<file path="src/rtl/core/ptb_pkg.sv">
`default_nettype none

package ptb_pkg;

  // histogram geometry
  localparam int LEVELS     = 256;
  localparam int LVL_W      = $clog2(LEVELS);
  localparam int MAX_PIXELS = 1048576;
  localparam int CNT_W      = $clog2(MAX_PIXELS + 1);

  // percentile setting and compare scale
  localparam int PCT_W      = 14;
  localparam int PCT_RESET  = 5000;
  localparam int SCALE      = 10000;
  localparam int PROD_W     = CNT_W + PCT_W;

  // stream field widths
  localparam int PIX_W      = 8;
  localparam int VAL_W      = 8;

  // command and result kinds
  localparam logic CMD_LOAD     = 1'b0;
  localparam logic CMD_CLASSIFY = 1'b1;
  localparam logic KIND_REPORT  = 1'b0;
  localparam logic KIND_PIXEL   = 1'b1;

  // histogram port controls
  typedef struct packed {
    logic             rd_en;
    logic [LVL_W-1:0] rd_addr;
    logic             wr_en;
    logic [LVL_W-1:0] wr_addr;
    logic [CNT_W-1:0] wr_data;
    logic             clr;
  } hist_ctl_t;

endpackage

`default_nettype wire

</file>
<file path="src/rtl/core/ptb_mul.sv">
`default_nettype none

module ptb_mul (
  input  wire logic                       clk,
  input  wire logic [ptb_pkg::CNT_W-1:0]  a,
  input  wire logic [ptb_pkg::PCT_W-1:0]  b,
  output logic      [ptb_pkg::PROD_W-1:0] p_r
);
  import ptb_pkg::*;

  always_ff @(posedge clk) begin
    p_r <= PROD_W'(a) * PROD_W'(b);
  end

endmodule

`default_nettype wire
</file>
<file path="config.mk">
export PLATFORM = sky130hd
export DESIGN_NAME = ptb_mul
export DESIGN_NICKNAME = d
export VERILOG_FILES = /design/src/rtl/core/ptb_pkg.sv /design/src/rtl/core/ptb_mul.sv
export SDC_FILE = /design/constraint.sdc
export NUM_CORES = 1
export LEC_CHECK = 0
export BUFFER_PORTS_ARGS = -buffer_cell sky130_fd_sc_hd__buf_2
export CORE_AREA = 3 3 175 177
export CTS_CLUSTER_SIZE = 16
export DETAILED_ROUTE_END_ITERATION = 12
export DIE_AREA = 0 0 178 180
export PLACE_DENSITY = 0.63
export SKIP_CTS_REPAIR_TIMING = 1
export SLEW_MARGIN = 20
export SYNTH_ARGS = -nofsm -noshare
export SYNTH_HDL_FRONTEND = slang
export SYNTH_SLANG_ARGS = --single-unit
</file>
<file path="constraint.sdc">
create_clock -name clk -period 6.4 [get_ports clk]
set_input_delay 0.64 -clock clk [delete_from_list [all_inputs] [get_ports clk]]
set_output_delay 0.64 -clock clk [all_outputs]
set_load 0.05 [all_outputs]
</file>
==> Word level (Yosys, flattened, before mapping) <==
Cells that the tools add are included.
{ "op_classes": {"add_sub_neg": 0, "n_mul": 1, "div_mod_pow": 0, "magnitude_cmp": 0, "n_eq_ne": 0, "shift": 0, "muxes": 0, "bitwise_logic": 0, "n_reduce_logical": 0} }
{ "op_table": {"columns": ["op", "n"], "rows": [
  ["$mul A21 B14 Y35", 1]
]} }
{ "totals": {"reg_bits": 35, "latch_bits": 0, "mem_bits_rw": 0, "romBits": 0, "in_bits": 36, "output_inout_bits": 35, "wordCells": 2, "mem_count": 0} }

==> Longest topological paths before layout <==
{ "depth": {"ltp_word": 1, "depth_mapped": 23, "depth_no_buf": 22} }

==> Least setup slack after synthesis <==
Ideal clock, no wire load.
{ "synth_timing": {"path_kind": "in2reg", "startpoint": "in b[5] (netlist bit)", "endpoint": "reg p_r[34] (netlist bit)", "setup_time_ns": 0.122, "t_arrival_ns": 5.821, "required_ns": 6.278, "slack_ns": 0.457, "cell_stages": 20, "n_path_buf": 1, "path_cell_list": "clkbuf_1 nand2_1 fa_1 fa_1 inv_1 fa_1 fa_1 fa_1 inv_1 fa_1 inv_1 ha_1 and3_4 nand4_2 o21a_1 o211ai_2 a311oi_4 a32oi_2 a211oi_2 xnor2_1"} }
{ "synth_between": {"elab_chain_cells": 1} }
{ "synth_rtl": {"columns": ["item", "line", "source"], "rows": [
  ["from (decl)", "ptb_mul.sv:6", "input wire logic [ptb_pkg::PCT_W-1:0] b,"],
  ["$mul A21 B14 Y35", "ptb_mul.sv:12", "p_r <= PROD_W'(a) * PROD_W'(b);"],
  ["to (signal assigned)", "ptb_mul.sv:12", null],
  ["to (decl)", "ptb_mul.sv:7", "output logic [ptb_pkg::PROD_W-1:0] p_r"]
]} }
Every way passes these cells.

==> Final worst setup path <==
{ "layout_timing": {"startpoint": "in b[3] (netlist bit)", "endpoint": "reg p_r[33] (netlist bit)"} }
Same word-level chain as after synthesis.

==> summary.txt <==
status -> complete, no violations
Root Driver -> clkbuf_16
CP endpoint kind -> register
most used cell, CP -> fa_1
DRC -> 0
initial antenna violation count -> 0
post-synthesis xor/xnor area fraction -> 0.0274
DP HPWL -> 20.7 mm
Final Cell Area -> 0.0112 mm2
number of flip-flops in the largest register -> 35
Post-Syn Instances -> 1129
kind of start point of the critical path -> input pin
unrepaired setup endpoints after global routing -> false
GRT Residual Overflow -> 0
Starting Density -> 0.348
deepest clock path buffer count -> 2
Synth Area in Compound Gates -> 0.0618
Via-to-Cell Ratio -> 4.85
unique cell type count in the Yosys netlist -> 52
post-layout min period -> 6.00 ns
mean post-synth cell area -> 9.06 um2
final hold violation count -> 0
worst rel slew slack -> 0.701
f_max -> 167 MHz
n_diodes -> 0
Area growth, synth to finish -> 9.24%
crit-path max cell delay -> 0.51 ns
Max Cap Viol -> 0
sequence of cells on the critical path -> buf_2, and2_1, fa_1, inv_1, fa_1, inv_1, fa_1, fa_1, fa_1, inv_1, fa_1, inv_1, ha_1, a21oi_1, o21bai_1, a211oi_1, o31a_1, o221ai_1, a21oi_1, a21oi_1, o31ai_1
vias in the first global route -> 7892
GPL Wtd Cong -> 0.847
DR WL/cell -> 15.3 um
required time of the critical path -> 6.59 ns
Total Routing Usage GR -> 0.154
Crit Path Max Fanout -> 21
drt first pass iters -> 7
largest register by flop count -> p_r
CTS tree -> yes
# setup viols final -> 0
Seq/Total Area, Yosys -> 0.0685
Slowest-stage cell, CP -> fa_1
DIE WIDTH -> 178 um
yosys warns -> 0
Worst Hold Depth -> 3
syn nets -> 1489
largest net degree at the start of global routing -> 22
Initial DRC Count -> 448
# IOs -> 71
die height -> 180 um
Crit Path Class -> input pin to register
CTS buffer count -> 5
Vias -> 7584
register clock-pin slew on the reported worst setup and hold paths -> 0.06 ns
Total Neg Setup Slack -> 0 ns
Synth Register Bits -> 35
die area -> 0.0320 mm2
H-tree depth -> 2
period utilization -> 0.937
main combinational cell family by area after synthesis -> adder cells
post-synthesis mux area share -> 0
number of flops mapped to enable cells by yosys -> 0
Worst-Margin Slew -> 0.448 ns
layout cell share with drive strength beyond 1 -> 0.0945
Regs by FF count -> p_r (35)
critical path arrival -> 6.19 ns
TritonCTS sink count -> 35
first-pass GRT wire length -> 40.0 mm
final WL -> 23.9 mm
# port buffers -> 70
Hold EP -> p_r[0]
CP top delay family -> adder cells
Final ANT Viol Nets -> 0
Synth Area in Simple Gates -> 0.173
Core Area -> 0.0294 mm2
fin. max-slew vios -> 0
row cnt -> 63
Min-Delay Path Class -> input pin to register
Async SR Flop Fraction -> 0
Layout Nets -> 1535
Post-synth top flop -> dfxtp_1
Worst Min Path Start -> a[0]
Crit path buffers/inverters -> 5
Post-Synth Adder-Cell Area -> 0.562
Post-Syn Area -> 0.0102 mm2
area of placed instances -> 0.0110 mm2
==> worst max-delay path by stage <==
stage,from,end,cells past startpoint
finish,b[3],p_r[33],21
global route,b[3],p_r[33],21
global placement,a[6],p_r[33],20
detailed placement,b[3],p_r[34],21
CTS,b[3],p_r[34],19
floorplan,b[5],p_r[34],20
==> through the flow <==
step,std cells,utilization,worst slack (ns),hold slack (ns)
finish,1565,0.380,0.401,0.795
global route,1565,0.380,0.0853,0.817
CTS,1565,0.380,0.388,0.787
detailed placement,1558,0.375,0.120,1.09
global placement,1558,0.375,0.171,1.09
floorplan,1129,-,0.457,0.767
==> cells in the mapped netlist (6+ instances only) <==
| cell | instances | area [um2] |
|---|---|---|
| and2_1 | 141 | 882 |
| inv_1 | 236 | 886 |
| nor2_1 | 6 | 22.5 |
| clkbuf_1 | 53 | 199 |
| xnor2_1 | 20 | 175 |
| nand2_1 | 178 | 668 |
| xor2_1 | 12 | 105 |
| ha_1 | 99 | 1240 |
| nand3_1 | 7 | 35.0 |
| dfxtp_1 | 35 | 701 |
| fa_1 | 225 | 4500 |
| o21ai_0 | 16 | 80.1 |
| a21oi_1 | 33 | 165 |
==> cells in the final DEF (no fill, tap or decap), drive strengths merged, types with 2 or more instances in the layout <==
| cell type | n |
|---|---|
| o31a | 2 |
| xor2 | 12 |
| nand2 | 178 |
| and2 | 141 |
| ha | 99 |
| nand3 | 7 |
| nor2 | 6 |
| nor3 | 4 |
| nand4 | 2 |
| o21bai | 3 |
| a211oi | 2 |
| o211ai | 2 |
| and3 | 4 |
| nand2b | 3 |
| fa | 225 |
| clkbuf | 6 |
| o2111ai | 2 |
| o21a | 3 |
| o21ai | 21 |
| a31oi | 2 |
| buf | 93 |
| inv | 236 |
| dfxtp | 35 |
| nor2b | 5 |
| xnor2 | 20 |
| a21oi | 34 |
| o221ai | 2 |
| o31ai | 2 |
| a21o | 5 |
| or4 | 2 |
==> cell families after synthesis <==
kind of cell               after synthesis
AOI/OAI and AO/OA                       92
buffers and inverters                  290
adders and majority gates              324
DFF                                     35
xor gates and xnor gates                32
and+or+nand+nor                        356
==> layer usage <==
layer / vias up / track usage / wire, um
met3: 29 / 0.0192 / 1080
met4: 0 / 0.0204 / 372
met5: - / 0 / 0
met1: 3913 / 0.203 / 10000
met2: 191 / 0.277 / 12400
li1: 3451 / - / -
==> layout make-up <==
| class | count | area, um2 |
|---|---|---|
| Tap cell | 390 | 488 |
| Multi-Input combinational cell | 804 | 8430 |
| Clock inverter | 1 | 5.00 |
| Sequential cell | 35 | 701 |
| Clock buffer | 6 | 139 |
| Timing Repair Buffer | 93 | 523 |
| Inverter | 236 | 886 |
| Fill cell | 2977 | 18200 |
Power is left out: the tool's default activity adds up to more than one toggle a clock period on the data nets, which glitch-free logic cannot reach.
